## config.mk

```make
export PLATFORM = sky130hd
export DESIGN_NAME = printer_port_char_filter
export DESIGN_NICKNAME = d
export VERILOG_FILES = /design/src/rtl/ppcf_pkg.sv /design/src/rtl/ppcf_ctrl.sv /design/src/rtl/ppcf_dp.sv /design/src/rtl/printer_port_char_filter.sv
export SDC_FILE = /design/constraint.sdc
export NUM_CORES = 1
export LEC_CHECK = 0
export ABC_AREA = 0
export BUFFER_PORTS_ARGS = -buffer_cell sky130_fd_sc_hd__buf_2
export CAP_MARGIN = 5
export CORE_AREA = 2 2 88 90
export CTS_CLUSTER_SIZE = 14
export DETAILED_ROUTE_END_ITERATION = 16
export DIE_AREA = 0 0 90 92
export SLEW_MARGIN = 20
export SYNTH_ARGS = -nofsm -noshare
export SYNTH_HDL_FRONTEND = slang
export SYNTH_HIERARCHICAL = 1
export SYNTH_SLANG_ARGS = --single-unit
```

## constraint.sdc

```tcl
create_clock -name i_clk -period 6.28 [get_ports i_clk]
set_input_delay 1.256 -clock i_clk [delete_from_list [all_inputs] [get_ports i_clk]]
set_output_delay 1.256 -clock i_clk [all_outputs]
set_load 0.1 [all_outputs]
```

## src/rtl/ppcf_pkg.sv

```systemverilog
// ----------------------------------------------------------------------------
// ppcf_pkg
// shared types and constants of the printer port character filter
// ----------------------------------------------------------------------------
package ppcf_pkg;

    localparam int BYTE_W   = 8;
    localparam int PAUSE_W  = 10;
    localparam int CFG_IW   = 3;
    localparam int CFG_DW   = 10;

    // default tab stop and the longest run that one tab may cause
    localparam int TAB_STOP_DEF = 8;
    localparam int MAX_RESULTS  = 8;
    localparam int RUN_CNT_W    = $clog2(MAX_RESULTS);

    // register indexes
    localparam logic [CFG_IW-1:0] REG_TRANSPARENT = 3'd0;
    localparam logic [CFG_IW-1:0] REG_HOST_ATT    = 3'd1;
    localparam logic [CFG_IW-1:0] REG_ODD_PARITY  = 3'd2;
    localparam logic [CFG_IW-1:0] REG_LINE_PAUSE  = 3'd3;
    localparam logic [CFG_IW-1:0] REG_PAGE_PAUSE  = 3'd4;

    // register reset values
    localparam logic               RST_TRANSPARENT = 1'b0;
    localparam logic               RST_HOST_ATT    = 1'b0;
    localparam logic               RST_ODD_PARITY  = 1'b1;
    localparam logic [PAUSE_W-1:0] RST_LINE_PAUSE  = 10'd15;
    localparam logic [PAUSE_W-1:0] RST_PAGE_PAUSE  = 10'd90;

    // character codes
    localparam logic [BYTE_W-1:0] CH_BEL   = 8'h07;
    localparam logic [BYTE_W-1:0] CH_BS    = 8'h08;
    localparam logic [BYTE_W-1:0] CH_TAB   = 8'h09;
    localparam logic [BYTE_W-1:0] CH_LF    = 8'h0A;
    localparam logic [BYTE_W-1:0] CH_VT    = 8'h0B;
    localparam logic [BYTE_W-1:0] CH_FF    = 8'h0C;
    localparam logic [BYTE_W-1:0] CH_CR    = 8'h0D;
    localparam logic [BYTE_W-1:0] CH_SPACE = 8'h20;
    localparam logic [BYTE_W-1:0] LOW7_MSK = 8'h7F;
    localparam logic [BYTE_W-1:0] COL_MAX  = 8'hFF;

    // controller to datapath
    typedef struct packed {
        logic load_byte;   // load the accepted word into the output register
        logic load_space;  // load one tab space
        logic space_last;  // that space closes the run
    } t_dp_cmd;

    // datapath to controller
    typedef struct packed {
        logic is_tab;      // input word expands into spaces
        logic is_drop;     // input word gives no result
        logic stop_next;   // one more column step lands on a tab stop
        logic out_free;    // output register can take a word this cycle
    } t_dp_sts;

endpackage

```

## src/rtl/ppcf_ctrl.sv

```systemverilog
// ----------------------------------------------------------------------------
// ppcf_ctrl
// sequencer: accepts input words and, while the output is free, steps tab runs one space a cycle
// ----------------------------------------------------------------------------
module ppcf_ctrl (
    input  logic              i_clk,
    input  logic              i_rst_n,
    input  logic              i_in_valid,
    output logic              o_in_stall,
    input  ppcf_pkg::t_dp_sts i_sts,
    output ppcf_pkg::t_dp_cmd o_cmd
);
    import ppcf_pkg::*;

    typedef enum logic [1:0] {
        S_IDLE = 2'b01,
        S_TAB  = 2'b10
    } t_state;

    t_state               r_state, n_state;
    logic [RUN_CNT_W-1:0] r_cnt, n_cnt;
    logic                 w_accept;

    assign o_in_stall = !((r_state == S_IDLE) && i_sts.out_free);
    assign w_accept   = i_in_valid && !o_in_stall;

    always_comb begin
        n_state = r_state;
        n_cnt   = r_cnt;
        o_cmd   = '0;
        case (r_state)
            S_IDLE: begin
                if (w_accept) begin
                    if (i_sts.is_tab) begin
                        o_cmd.load_space = 1'b1;
                        o_cmd.space_last = i_sts.stop_next;
                        n_cnt            = RUN_CNT_W'(1);
                        if (!i_sts.stop_next) begin
                            n_state = S_TAB;
                        end
                    end else if (!i_sts.is_drop) begin
                        o_cmd.load_byte = 1'b1;
                    end
                end
            end
            S_TAB: begin
                if (i_sts.out_free) begin
                    o_cmd.load_space = 1'b1;
                    o_cmd.space_last = i_sts.stop_next ||
                                       (r_cnt == RUN_CNT_W'(MAX_RESULTS - 1));
                    n_cnt            = r_cnt + RUN_CNT_W'(1);
                    if (o_cmd.space_last) begin
                        n_state = S_IDLE;
                    end
                end
            end
            default: begin
                n_state = S_IDLE;
            end
        endcase
    end

    always_ff @(posedge i_clk) begin
        if (!i_rst_n) begin
            r_state <= S_IDLE;
            r_cnt   <= '0;
        end else begin
            r_state <= n_state;
            r_cnt   <= n_cnt;
        end
    end

endmodule

```

## src/rtl/ppcf_dp.sv

```systemverilog
// ----------------------------------------------------------------------------
// ppcf_dp
// datapath: configuration, column tracking, parity, pause and output register
// ----------------------------------------------------------------------------
module ppcf_dp #(
    parameter int TAB_STOP = ppcf_pkg::TAB_STOP_DEF
) (
    input  logic                          i_clk,
    input  logic                          i_rst_n,
    input  logic                          i_cfg_we,
    input  logic [ppcf_pkg::CFG_IW-1:0]   i_cfg_index,
    input  logic [ppcf_pkg::CFG_DW-1:0]   i_cfg_data,
    input  logic [ppcf_pkg::BYTE_W-1:0]   i_in_byte,
    input  logic                          i_out_stall,
    input  ppcf_pkg::t_dp_cmd             i_cmd,
    output ppcf_pkg::t_dp_sts             o_sts,
    output logic                          o_out_valid,
    output logic [ppcf_pkg::BYTE_W-1:0]   o_out_byte,
    output logic [ppcf_pkg::PAUSE_W-1:0]  o_pause_ticks,
    output logic                          o_last_of_run
);
    import ppcf_pkg::*;

    localparam int MOD_W = (TAB_STOP > 1) ? $clog2(TAB_STOP) : 1;
    localparam logic [MOD_W-1:0] MOD_TOP = MOD_W'(TAB_STOP - 1);

    logic               r_transparent, r_host_att, r_odd_parity;
    logic [PAUSE_W-1:0] r_line_pause, r_page_pause;

    // column and column modulo tab stop, kept in step
    logic [BYTE_W-1:0]  r_col, n_col;
    logic [MOD_W-1:0]   r_mod, n_mod;
    logic [MOD_W-1:0]   w_mod_inc;

    logic               r_out_valid, n_out_valid;
    logic [BYTE_W-1:0]  r_out_byte, n_out_byte;
    logic [PAUSE_W-1:0] r_pause, n_pause;
    logic               r_last, n_last;

    logic               w_interp;
    logic [BYTE_W-1:0]  w_par_byte, w_space, w_key;

    function automatic logic [BYTE_W-1:0] f_parity(input logic [BYTE_W-1:0] c,
                                                   input logic en);
        logic [BYTE_W-1:0] r;
        if (en) begin
            r = {~^c[6:0], c[6:0]};
        end else begin
            r = c;
        end
        return r;
    endfunction

    assign w_interp   = !r_transparent && r_host_att;
    assign w_par_byte = f_parity(i_in_byte, r_odd_parity);
    assign w_space    = f_parity(CH_SPACE, r_odd_parity);
    assign w_key      = r_odd_parity ? (w_par_byte & LOW7_MSK) : w_par_byte;
    assign w_mod_inc  = ((r_col == COL_MAX) || (r_mod == MOD_TOP)) ? '0
                                                                   : r_mod + MOD_W'(1);

    always_comb begin
        o_sts.is_tab    = w_interp && (i_in_byte == CH_TAB);
        o_sts.is_drop   = w_interp && (i_in_byte < CH_SPACE) &&
                          (i_in_byte != CH_CR) && (i_in_byte != CH_FF) &&
                          (i_in_byte != CH_LF) && (i_in_byte != CH_VT) &&
                          (i_in_byte != CH_BEL) && (i_in_byte != CH_BS) &&
                          (i_in_byte != CH_TAB);
        o_sts.stop_next = (w_mod_inc == '0);
        o_sts.out_free  = !r_out_valid || !i_out_stall;
    end

    always_comb begin
        n_col       = r_col;
        n_mod       = r_mod;
        n_out_valid = r_out_valid && i_out_stall;
        n_out_byte  = r_out_byte;
        n_pause     = r_pause;
        n_last      = r_last;
        if (i_cmd.load_space) begin
            n_out_valid = 1'b1;
            n_out_byte  = w_space;
            n_pause     = '0;
            n_last      = i_cmd.space_last;
            n_col       = r_col + BYTE_W'(1);
            n_mod       = w_mod_inc;
        end else if (i_cmd.load_byte) begin
            n_out_valid = 1'b1;
            n_last      = 1'b1;
            n_pause     = '0;
            if (r_transparent) begin
                n_out_byte = i_in_byte;
            end else begin
                n_out_byte = w_par_byte;
            end
            if (w_interp) begin
                if ((w_key == CH_VT) || (w_key == CH_FF)) begin
                    n_pause = r_page_pause;
                end else if (w_key == CH_LF) begin
                    n_pause = r_line_pause;
                end
                case (i_in_byte)
                    CH_CR, CH_FF: begin
                        n_col = '0;
                        n_mod = '0;
                    end
                    CH_LF, CH_VT, CH_BEL: begin
                        n_col = r_col;
                    end
                    CH_BS: begin
                        if (r_col != '0) begin
                            n_col = r_col - BYTE_W'(1);
                            n_mod = (r_mod == '0) ? MOD_TOP : r_mod - MOD_W'(1);
                        end
                    end
                    default: begin
                        n_col = r_col + BYTE_W'(1);
                        n_mod = w_mod_inc;
                    end
                endcase
            end
        end
    end

    always_ff @(posedge i_clk) begin
        if (!i_rst_n) begin
            r_transparent <= RST_TRANSPARENT;
            r_host_att    <= RST_HOST_ATT;
            r_odd_parity  <= RST_ODD_PARITY;
            r_line_pause  <= RST_LINE_PAUSE;
            r_page_pause  <= RST_PAGE_PAUSE;
        end else if (i_cfg_we) begin
            case (i_cfg_index)
                REG_TRANSPARENT: r_transparent <= i_cfg_data[0];
                REG_HOST_ATT:    r_host_att    <= i_cfg_data[0];
                REG_ODD_PARITY:  r_odd_parity  <= i_cfg_data[0];
                REG_LINE_PAUSE:  r_line_pause  <= i_cfg_data[PAUSE_W-1:0];
                REG_PAGE_PAUSE:  r_page_pause  <= i_cfg_data[PAUSE_W-1:0];
                default: begin
                end
            endcase
        end
    end

    always_ff @(posedge i_clk) begin
        if (!i_rst_n) begin
            r_col       <= '0;
            r_mod       <= '0;
            r_out_valid <= 1'b0;
        end else begin
            r_col       <= n_col;
            r_mod       <= n_mod;
            r_out_valid <= n_out_valid;
        end
    end

    always_ff @(posedge i_clk) begin
        r_out_byte <= n_out_byte;
        r_pause    <= n_pause;
        r_last     <= n_last;
    end

    assign o_out_valid   = r_out_valid;
    assign o_out_byte    = r_out_byte;
    assign o_pause_ticks = r_pause;
    assign o_last_of_run = r_last;

endmodule

```

## src/rtl/printer_port_char_filter.sv

```systemverilog
// ----------------------------------------------------------------------------
// printer_port_char_filter
// filters words bound for a serial printer: control codes, tabs, parity, pauses
// ----------------------------------------------------------------------------
// an accepted input word has its result in the output register in the next cycle
// throughput: one input word a cycle while the output is not stalled; a tab expands into
//   up to eight spaces and holds the input for all but the first, set by the sequencer
// a stalled output register holds the input off until it is taken
// reset: synchronous, active low; clears column, output valid and sequencer,
//   and loads the configuration defaults
// ----------------------------------------------------------------------------
module printer_port_char_filter #(
    parameter int TAB_STOP = ppcf_pkg::TAB_STOP_DEF
) (
    input  logic                          i_clk,
    input  logic                          i_rst_n,
    // configuration write port
    input  logic                          i_cfg_we,
    input  logic [ppcf_pkg::CFG_IW-1:0]   i_cfg_index,
    input  logic [ppcf_pkg::CFG_DW-1:0]   i_cfg_data,
    // input channel
    input  logic                          i_in_valid,
    output logic                          o_in_stall,
    input  logic [ppcf_pkg::BYTE_W-1:0]   i_in_byte,
    // output channel
    output logic                          o_out_valid,
    input  logic                          i_out_stall,
    output logic [ppcf_pkg::BYTE_W-1:0]   o_out_byte,
    output logic [ppcf_pkg::PAUSE_W-1:0]  o_pause_ticks,
    output logic                          o_last_of_run
);
    import ppcf_pkg::*;

    // command and status between sequencer and datapath
    t_dp_cmd w_cmd;
    t_dp_sts w_sts;

    // sequencer: idle or stepping a tab run
    ppcf_ctrl u_ctrl (
        .i_clk      (i_clk),
        .i_rst_n    (i_rst_n),
        .i_in_valid (i_in_valid),
        .o_in_stall (o_in_stall),
        .i_sts      (w_sts),
        .o_cmd      (w_cmd)
    );

    // datapath: registers, column, output word
    ppcf_dp #(
        .TAB_STOP (TAB_STOP)
    ) u_dp (
        .i_clk         (i_clk),
        .i_rst_n       (i_rst_n),
        .i_cfg_we      (i_cfg_we),
        .i_cfg_index   (i_cfg_index),
        .i_cfg_data    (i_cfg_data),
        .i_in_byte     (i_in_byte),
        .i_out_stall   (i_out_stall),
        .i_cmd         (w_cmd),
        .o_sts         (w_sts),
        .o_out_valid   (o_out_valid),
        .o_out_byte    (o_out_byte),
        .o_pause_ticks (o_pause_ticks),
        .o_last_of_run (o_last_of_run)
    );

endmodule

```

* Yosys cells after proc, flatten, opt, wreduce, memory -nomap -nowiden
Index checks and enable logic that the tools add are counted.
** Word-level totals
- Output and inout bits :: 21
- Word-level logic and storage cells :: 130
- Register bits after elaboration :: 59
** Cells by class
- Equal/unequal tests :: 33
- Multiplexer cells :: 39
- $add $sub $neg :: 5
- $lt $le $gt $ge :: 1
- Reduce and logical (&&, ||, !) cells :: 39
** Operators with widths (number)
- equality test 8 x 4 -> 1 bit, second input constant :: 9
- two-way mux 8 bit :: 7
- != test 8 x 4 -> 1 bit, second input constant :: 6
- two-way mux 10 bit :: 3
- two-way mux 3 bit :: 10
- one-hot mux 8 bit (3 select lines) :: 1
- two-way mux 2 bit :: 7
- logical AND 1 bit :: 13
- AND reduction 2 bit :: 5
- equality test 3 bit, second input constant :: 3
- zero test 3 bit :: 3
- one-hot mux 3 bit (3 select lines) :: 1
- adder 8 x 1 -> 8 bit, second input constant :: 1
- equality test 8 x 3 -> 1 bit, second input constant :: 1
- equality test 8 bit, second input constant :: 1
- less-than comparator 8 x 6 -> 1 bit, second input constant :: 1
- != test 2 x 1 -> 1 bit, second input constant :: 4
- != test 8 x 3 -> 1 bit, second input constant :: 1
- one-hot mux 2 bit (2 select lines) :: 2
- AND reduction 4 bit :: 2
- nonzero test 8 bit :: 1
- subtractor 8 x 1 -> 8 bit, second input constant :: 1
- two-way mux 1 bit :: 7
- XNOR reduction 7 bit :: 1
- 15 further kinds :: 26

* Logic depth before layout (Yosys ltp)
Gate-level depths: netlist of the first run.
- Depth after elaboration :: 16
- Gate-level depth with buffers :: 13
- Depth with buffers taken out :: 12

* Cells and area by module
The synthesis of the first run kept the hierarchy.
** Modules (own cells, without submodules)
- ppcf_dp :: area an instance 2792.7 µm², times used 1, seq. area each 1091.0 µm², cells each 337
- ppcf_ctrl :: area an instance 351.6 µm², times used 1, seq. area each 100.1 µm², cells each 41

* Worst setup path before layout of the first run
Ideal clock, no wire load.
- Kind :: input port to flip-flop
- Start point :: in i_in_byte[4] in the netlist's numbering
- End point :: reg u_dp.r_col[3]
- Slack :: 2.443 ns
- Setup time :: 0.117 ns
- Arrival :: 3.720 ns
- Buffers on the path :: 1
- Data required time :: 6.163 ns
- Stages :: 11
- Path through :: inv_1 ha_1 nand2b_4 nor4_1 a31oi_1 nor3b_1 clkbuf_1 inv_1 o31ai_4 o21ai_0 a32o_1
** RTL lines
- start, declared :: line printer_port_char_filter.sv:24 : input logic [ppcf_pkg::BYTE_W-1:0] i_in_byte,
- end signal, assigned :: line ppcf_dp.sv:150 : r_col <= n_col;
- end, declared :: line ppcf_dp.sv:31 : logic [BYTE_W-1:0] r_col, n_col;

==> results of run 1 <==
==> stage by stage <==
stage | instances | cell area [µm²] | util (%) | hold slack [ps]
global route | 528 | 3652 | 49.04 | 485.8
detailed placement | 512 | 3447 | 46.29 | 443.5
floorplan | 378 | 3144 | - | 436.0
CTS | 528 | 3652 | 49.04 | 457.4
finish | 528 | 3652 | 49.04 | 452.9
global placement | 512 | 3447 | 46.29 | 433.4
==> where the power goes <==
| part | internal [µW] | switching (µW) |
|---|---|---|
| registers | 388 | 6.33 |
| logic | 33.5 | 107 |
| clock network | 189 | 172 |
==> per-layer routing <==
layer  global-route usage (%)  up-vias
met5                        0        -
met3                    4.273        9
li1                         -     1436
met2                    30.26       52
met1                    24.11     1318
met4                    5.769        0
==> layout by cell type (no fill, tap or decap), types with 2 or more instances in the layout <==
cell,Yosys,layout
or3_1,3,3
o211ai_1,2,2
nor3b_1,7,6
nor4_2,2,2
clkbuf_8,0,9
nand4b_1,2,2
a31oi_1,2,2
nor2b_1,4,4
a32o_2,2,2
nor4_1,2,2
nand2b_1,3,3
o22ai_1,2,2
nand3_1,15,15
inv_6,0,4
a22oi_1,12,12
and3_1,5,5
or2_2,2,2
mux2i_1,8,8
a21oi_1,29,29
dfxtp_1,58,58
buf_2,2,46
nand4_1,2,2
xnor2_1,4,4
nor3_1,3,3
ha_1,19,19
inv_1,22,22
o21ai_0,26,26
nor2_1,23,23
nand2_1,66,66
o21a_1,3,3
a211oi_1,3,3
==> critical path, cell delays in order <==
cell,delay (ps)
buf_2,120
inv_1,50
ha_1,270
nand2_1,110
nor4_1,650
a31oi_1,200
nor3b_2,850
inv_1,280
o31ai_4,240
o21ai_0,200
a32o_1,300
==> layout make-up <==
cell class / instances / share of cell area, %
multi-input cells: 282 / 49.50
well taps: 102 / 3.494
flip-flops and latches: 59 / 32.61
repair buffers: 47 / 6.509
clock buffers: 9 / 3.392
inverters: 22 / 2.261
clock inverters: 7 / 2.227
==> state kept, by name, summed over array words and instances, names as in the netlist <==
signal	count
u_dp/r_host_att	1
u_ctrl/r_cnt	3
u_dp/r_line_pause	10
u_dp/r_col	8
u_dp/r_odd_parity	1
u_dp/o_last_of_run	1
u_dp/o_out_byte	8
u_dp/r_page_pause	10
u_ctrl/r_state	2
u_dp/r_transparent	1
u_dp/o_pause_ticks	10
u_dp/r_mod	3
u_dp/o_out_valid	1
==> kinds of logic after synthesis <==
| logic type | after synthesis |
|---|---|
| mux | 8 |
| fa+ha+maj | 19 |
| xor+xnor | 4 |
| simple gates | 149 |
| buf+inv | 37 |
| compound gates | 102 |
| flops | 59 |
==> final timing paths <==
kind | startpoint | endpoint | cells after the start
max | i_in_byte[2] | u_dp/r_col[3]$_SDFFE_PN0P_ | 11
min | u_dp/o_pause_ticks[4]$_SDFFE_PP0P_ | u_dp/o_pause_ticks[4]$_SDFFE_PP0P_ | 2
max reg2reg | u_dp/r_transparent$_SDFFE_PN0P_ | u_dp/r_col[3]$_SDFFE_PN0P_ | 8
min reg2reg | u_dp/o_pause_ticks[4]$_SDFFE_PP0P_ | u_dp/o_pause_ticks[4]$_SDFFE_PP0P_ | 2
==> results by group, run 1 <==
STA
  • Worst rel slew slack: 32.18%
  • Crit share post-route: 68.47%
  • Min cycle time layout: 4300 ps
  • Setup slack after layout: 1980 ps
  • Maximum frequency from static timing analysis: 232.6 MHz
  • Final clock skew: 7.403 ps
  • Setup Total Neg Slack: 0 ps
  • Number of hold violations in the final report: 0
  • Setup violation total in the final timing report: 0
  • Final max-slew violation count: 0
  • Worst Tran Pin Value: 1013 ps
  • Unrepaired setup endpoints after global routing: false

Drt
  • DRT Wirelength: 7398 µm
  • Routed met3 length: 270 µm
  • DRC violations left: 0
  • Detail Route Antenna Nets: 0
  • Routed length on met1: 3516 µm
  • Detail-routed via count per cell: 5.331
  • Average routed wire per standard cell: 14.01 µm
  • Max layer used: met4
  • Met2 Wirelength: 3522 µm
  • Total vias in the final route: 2,815
  • Pre-antenna DRT Iters: 4
  • Detailed Route Iter0 Violations: 137

Floorplanning
  • Effective utilization at floorplan: 42.22%
  • Row cnt: 32
  • Floorplan die width: 90 µm
  • Y dimension of the die: 92 µm
  • Core area: 7447 µm²
  • Area of the die: 8280 µm²
  • Number of I/O pins: 47

Yosys
  • Sequential share of the synthesized area: 37.88%
  • Synthesized Nets: 423
  • Cell types occupying the most area after synthesis: dfxtp_1 37%, nand2_1 7.9%, ha_1 7.6%, a21oi_1 4.6%, o21ai_0 4.1%
  • Cell area after synthesis: 3144 µm²
  • Combinational family with the most area after synthesis: simple AND/OR/NAND/NOR gates
  • Distinct cell type count of the synthesized netlist: 64
  • Syn Inst Count: 378
  • Number of enable-type register cells in the synthesized netlist: 1
  • Compound-Gate Fraction of Synth Area: 22.09%
  • Proportion of synthesized area in mux cells: 2.547%
  • Ranking of synthesized cells by instance count: 66 x nand2_1, 58 x dfxtp_1, 29 x a21oi_1
  • XOR/XNOR share of the synthesized area: 1.114%
  • Most frequently used flop master after synthesis: dfxtp_1
  • Total of flip-flops plus latches after synthesis: 59
  • Post-synth top area share: 36.93%
  • Synthesized-area fraction occupied by and/or/nand/nor cells: 23.84%
  • Most instantiated library cell after synthesis: nand2_1
  • Arithmetic-cell share of the synthesized area counting full adders, half adders and majority gates: 7.561%
  • Mapped Avg Cell Area: 8.318 µm²
  • Async set-or-reset flop fraction in the synthesized netlist: 0%
  • Yosys warns: 6
  • Cell taking the most area after synthesis: dfxtp_1

CTS
  • Cells resized by post-CTS repair: 0
  • Clock root cell: clkbuf_8
  • Number of setup buffers added after CTS: 0
  • CTS tree: done
  • TritonCTS buffer count: 9
  • H-tree levels: 3
  • Hold-fix buffers at CTS: 0
  • Bufs on Longest Clock Path: 2
  • Clock-pin slew on the worst setup and hold paths: 80 ps
  • Sinks on the clock net: 59
  • Clock latency at the later pin of the worst-skew pair: 340 ps

Global routing
  • Initial antenna violation count: 0
  • Largest net degree at the start of global routing: 24
  • Global-route wire length before repair: 12,520 µm
  • GRT Util Overall: 18.43%
  • Global-route congestion overflow total: 0
  • Number of global-route vias before repair: 2,682

Setup path
  • Class of the most critical setup path: input port to flop
  • Required time of the worst setup path: 6510 ps
  • Type of element launching the critical path: input port
  • Setup slack on the worst flop-to-flop path: 2870 ps
  • Crit end category: flop
  • Highest fanout seen on the critical path: 15
  • Arrival time worst endpoint: 4530 ps

Finish
  • Total of fill cells in the finished design: 776
  • Post-layout nets: 466
  • Signed area change from the synthesized netlist to the final layout: 16.16%
  • FF+latch area: 1191 µm²
  • Share of post-route cells with drive strength above 1: 19.48%
  • Multi-input gate area in the final layout: 1808 µm²
  • Number of antenna repair diodes: 0

Placement
  • Placed wire-length estimate: 5210 µm
  • Worst setup timing slack at the placement stage: 1695 ps
  • Number of port buffers: 46
  • Weighted congestion reported at the end of routability-driven placement: 0.8344

Power
  • Power Density: 245.5 nW/µm²
  • Worst vdd ir: 121.3 µV
  • Leak pwr: 0.001524 µW
  • Overall power after layout: 896.6 µW

Hold path
  • Class of the worst hold path: flop to flop

Status
  • Result of the run: finished, final reports clean

Job
  • Max-capacitance violation count: 0
No activity file was read; power rests on OpenSTA's default activity.
==> run 2, diff against run 1 <==
- ABC_AREA: 0 -> 1
- CORE_AREA: 2 2 88 90 -> 2 2 90 92
- DIE_AREA: 0 0 90 92 -> 0 0 92 94
- clock period: 6.28 -> 4.07 ns (I/O delays scaled with it)
==> run 2 against run 1 <==
Against the previous run: critical path depth is 2 higher; critical endpoint is now u_dp/r_col[5]$_SDFFE_PN0P_; non-clock buffer count is 3 higher; clock skew is 3.8 ps higher; setup slack worse by 690 ps; synthesized area is 5.8% higher; total power is 100% higher.
==> results by group, run 2 <==
CTS
  • Number of setup buffers added after CTS: 0
  • Clock latency at the later pin of the worst-skew pair: 330 ps
  • Hold-fix buffers at CTS: 0
  • Sinks on the clock net: 59
  • Bufs on Longest Clock Path: 2
  • TritonCTS buffer count: 9
  • Clock root cell: clkbuf_8
  • Clock-pin slew on the worst setup and hold paths: 70 ps
  • Cells resized by post-CTS repair: 0
  • CTS tree: done
  • H-tree levels: 3

Global routing
  • Largest net degree at the start of global routing: 32
  • Global-route wire length before repair: 13,150 µm
  • GRT Util Overall: 18.88%
  • Number of global-route vias before repair: 2,958
  • Initial antenna violation count: 0
  • Global-route congestion overflow total: 0

STA
  • Final Hold Slack: 451.3 ps
  • Maximum frequency from static timing analysis: 360.2 MHz
  • Setup slack after layout: 1293 ps
  • Final clock skew: 11.24 ps
  • Unrepaired setup endpoints after global routing: false
  • Worst Tran Pin Value: 743.6 ps
  • Min cycle time layout: 2777 ps
  • Setup Total Neg Slack: 0 ps
  • Worst rel slew slack: 50.24%
  • Number of hold violations in the final report: 0
  • Setup violation total in the final timing report: 0
  • Crit share post-route: 68.22%
  • Final max-slew violation count: 0

Yosys
  • Sequential share of the synthesized area: 35.80%
  • Most frequently used flop master after synthesis: dfxtp_1
  • Async set-or-reset flop fraction in the synthesized netlist: 0%
  • Cell taking the most area after synthesis: dfxtp_1
  • Yosys warns: 6
  • Synthesized Nets: 534
  • Total of flip-flops plus latches after synthesis: 59
  • Combinational family with the most area after synthesis: simple AND/OR/NAND/NOR gates
  • Ranking of synthesized cells by instance count: 126 x nand2_1, 58 x dfxtp_1, 51 x inv_1
  • Arithmetic-cell share of the synthesized area counting full adders, half adders and majority gates: 7.146%
  • Distinct cell type count of the synthesized netlist: 34
  • Post-synth top area share: 34.90%
  • Mapped Avg Cell Area: 6.804 µm²
  • Cell area after synthesis: 3327 µm²
  • Synthesized-area fraction occupied by and/or/nand/nor cells: 33.25%
  • XOR/XNOR share of the synthesized area: 2.106%
  • Proportion of synthesized area in mux cells: 0%
  • Syn Inst Count: 489
  • Number of enable-type register cells in the synthesized netlist: 1
  • Most instantiated library cell after synthesis: nand2_1
  • Cell types occupying the most area after synthesis: dfxtp_1 35%, nand2_1 14%, ha_1 7.1%, nand3_1 6.9%, inv_1 5.8%
  • Compound-Gate Fraction of Synth Area: 12.71%

Drt
  • DRC violations left: 0
  • Detailed Route Iter0 Violations: 254
  • Average routed wire per standard cell: 12.18 µm
  • Pre-antenna DRT Iters: 5
  • Detail-routed via count per cell: 5.005
  • Detail Route Antenna Nets: 0
  • Total vias in the final route: 3,208
  • DRT Wirelength: 7807 µm

Power
  • Worst vdd ir: 425.3 µV
  • Leak pwr: 0.001928 µW
  • Power Density: 473.4 nW/µm²

Setup path
  • Highest fanout seen on the critical path: 26
  • R2r startpoint: u_dp/r_transparent$_SDFFE_PN0P_
  • Worst setup startpoint: i_in_byte[5]
  • Reg-to-Reg End: u_dp/r_col[5]$_SDFFE_PN0P_
  • Crit end category: flop
  • Class of the most critical setup path: input port to flop
  • CP endpoint: u_dp/r_col[5]$_SDFFE_PN0P_
  • Type of element launching the critical path: input port
  • Required time of the worst setup path: 4290 ps
  • Arrival time worst endpoint: 3000 ps
  • R2R depth: 11
  • Setup slack on the worst flop-to-flop path: 1700 ps

Status
  • Result of the run: finished, final reports clean

Finish
  • Fraction of the core area covered by cells at the end of the flow: 50.36%
  • Share of post-route cells with drive strength above 1: 16.88%
  • Total of fill cells in the finished design: 803
  • Commonest cells after routing, fill and taps aside: 126 x nand2_1, 58 x dfxtp_1, 51 x inv_1
  • Most frequent standard cell in the layout excluding fill and tap cells: nand2_1
  • Post-layout nets: 580
  • Number of antenna repair diodes: 0
  • Signed area change from the synthesized netlist to the final layout: 15.16%

Hold path
  • Worst hold path depth: 2
  • Class of the worst hold path: flop to flop

Floorplanning
  • Y dimension of the die: 94 µm
  • Area of the die: 8648 µm²
  • Row cnt: 32
  • Effective utilization at floorplan: 43.73%
  • Floorplan die width: 92 µm
  • Number of I/O pins: 47
  • Core area: 7607 µm²

Placement
  • Weighted congestion reported at the end of routability-driven placement: 0.8166
  • Worst setup timing slack at the placement stage: 969.5 ps
  • Placed wire-length estimate: 5575 µm
  • Number of port buffers: 46

Job
  • Max-capacitance violation count: 0
## run 2: cell count changes after synthesis, sizes merged, moves of 10 or more
cell and change:
o21ai +10, nand3 +33, inv +33, nor2 +34, a22oi -12, nand2 +65
## run 2: through the flow
step / std cells / instance area, µm² / total power (µW)
floorplan: 489 / 3327 / 1202
global placement: 626 / 3635 / 1309
detailed placement: 626 / 3635 / 1310
CTS: 641 / 3831 / 1830
global route: 641 / 3831 / 1908
finish: 641 / 3831 / 1814
## run 2: power by group
group / switching [µW] / leakage (µW) / total (µW) / internal, µW
sequential: 31.1 / 0.000479 / 668 / 637
clock: 231 / 0.0000956 / 518 / 287
combinational: 498 / 0.00135 / 628 / 130
## run 2: final cells by class
| type | count | area, µm² | share of cell area [%] |
|---|---|---|---|
| tap | 102 | 127.6 | 3.331 |
| clock inverter | 3 | 20.02 | 0.5225 |
| multi-input combinational | 357 | 1837 | 47.94 |
| inverter | 58 | 219.0 | 5.715 |
| sequential | 59 | 1191 | 31.09 |
| timing repair buffer | 50 | 260.3 | 6.793 |
| clock buffer | 12 | 176.4 | 4.605 |
## run 2: per-layer routing
layer / global-route usage, % / share of wire, % / up-vias
met4: 7.214 / 1.4 / 0
met2: 28.92 / 44 / 70
met3: 3.050 / 4.8 / 8
li1: - / - / 1668
met5: 0 / 0 / -
met1: 26.68 / 49 / 1462
## run 2: critical path, stage by stage
cell and delay (ps):
buf_2 100, inv_1 80, ha_1 190, nand2_1 120
nor3_1 340, nand4_1 170, a21oi_1 340, clkinv_1 140
buf_4 240, nand2_2 110, clkinv_2 140, nor2_1 140
nor2_1 50
## run 2: worst min-delay path by stage
stage,start,end,slack (ps)
CTS,u_dp/o_pause_ticks[9]$_SDFFE_PP0P_,u_dp/o_pause_ticks[9]$_SDFFE_PP0P_,450
global route,u_dp/o_pause_ticks[7]$_SDFFE_PP0P_,u_dp/o_pause_ticks[7]$_SDFFE_PP0P_,480
detailed placement,u_dp/o_pause_ticks[9]$_SDFFE_PP0P_,u_dp/o_pause_ticks[9]$_SDFFE_PP0P_,430
floorplan,u_dp/r_page_pause[9]$_SDFFE_PN0P_,u_dp/r_page_pause[9]$_SDFFE_PN0P_,420
global placement,u_dp/o_pause_ticks[8]$_SDFFE_PP0P_,u_dp/o_pause_ticks[8]$_SDFFE_PP0P_,430
finish,u_dp/o_pause_ticks[6]$_SDFFE_PP0P_,u_dp/o_pause_ticks[6]$_SDFFE_PP0P_,450
## run 2: logic make-up (layout without fill, tap and decap cells)
family,count (synthesis),count (layout)
simple gates,252,252
buf+inv,73,123
flops,59,59
fa+ha+maj,19,19
compound gates,78,78
xor+xnor,8,8
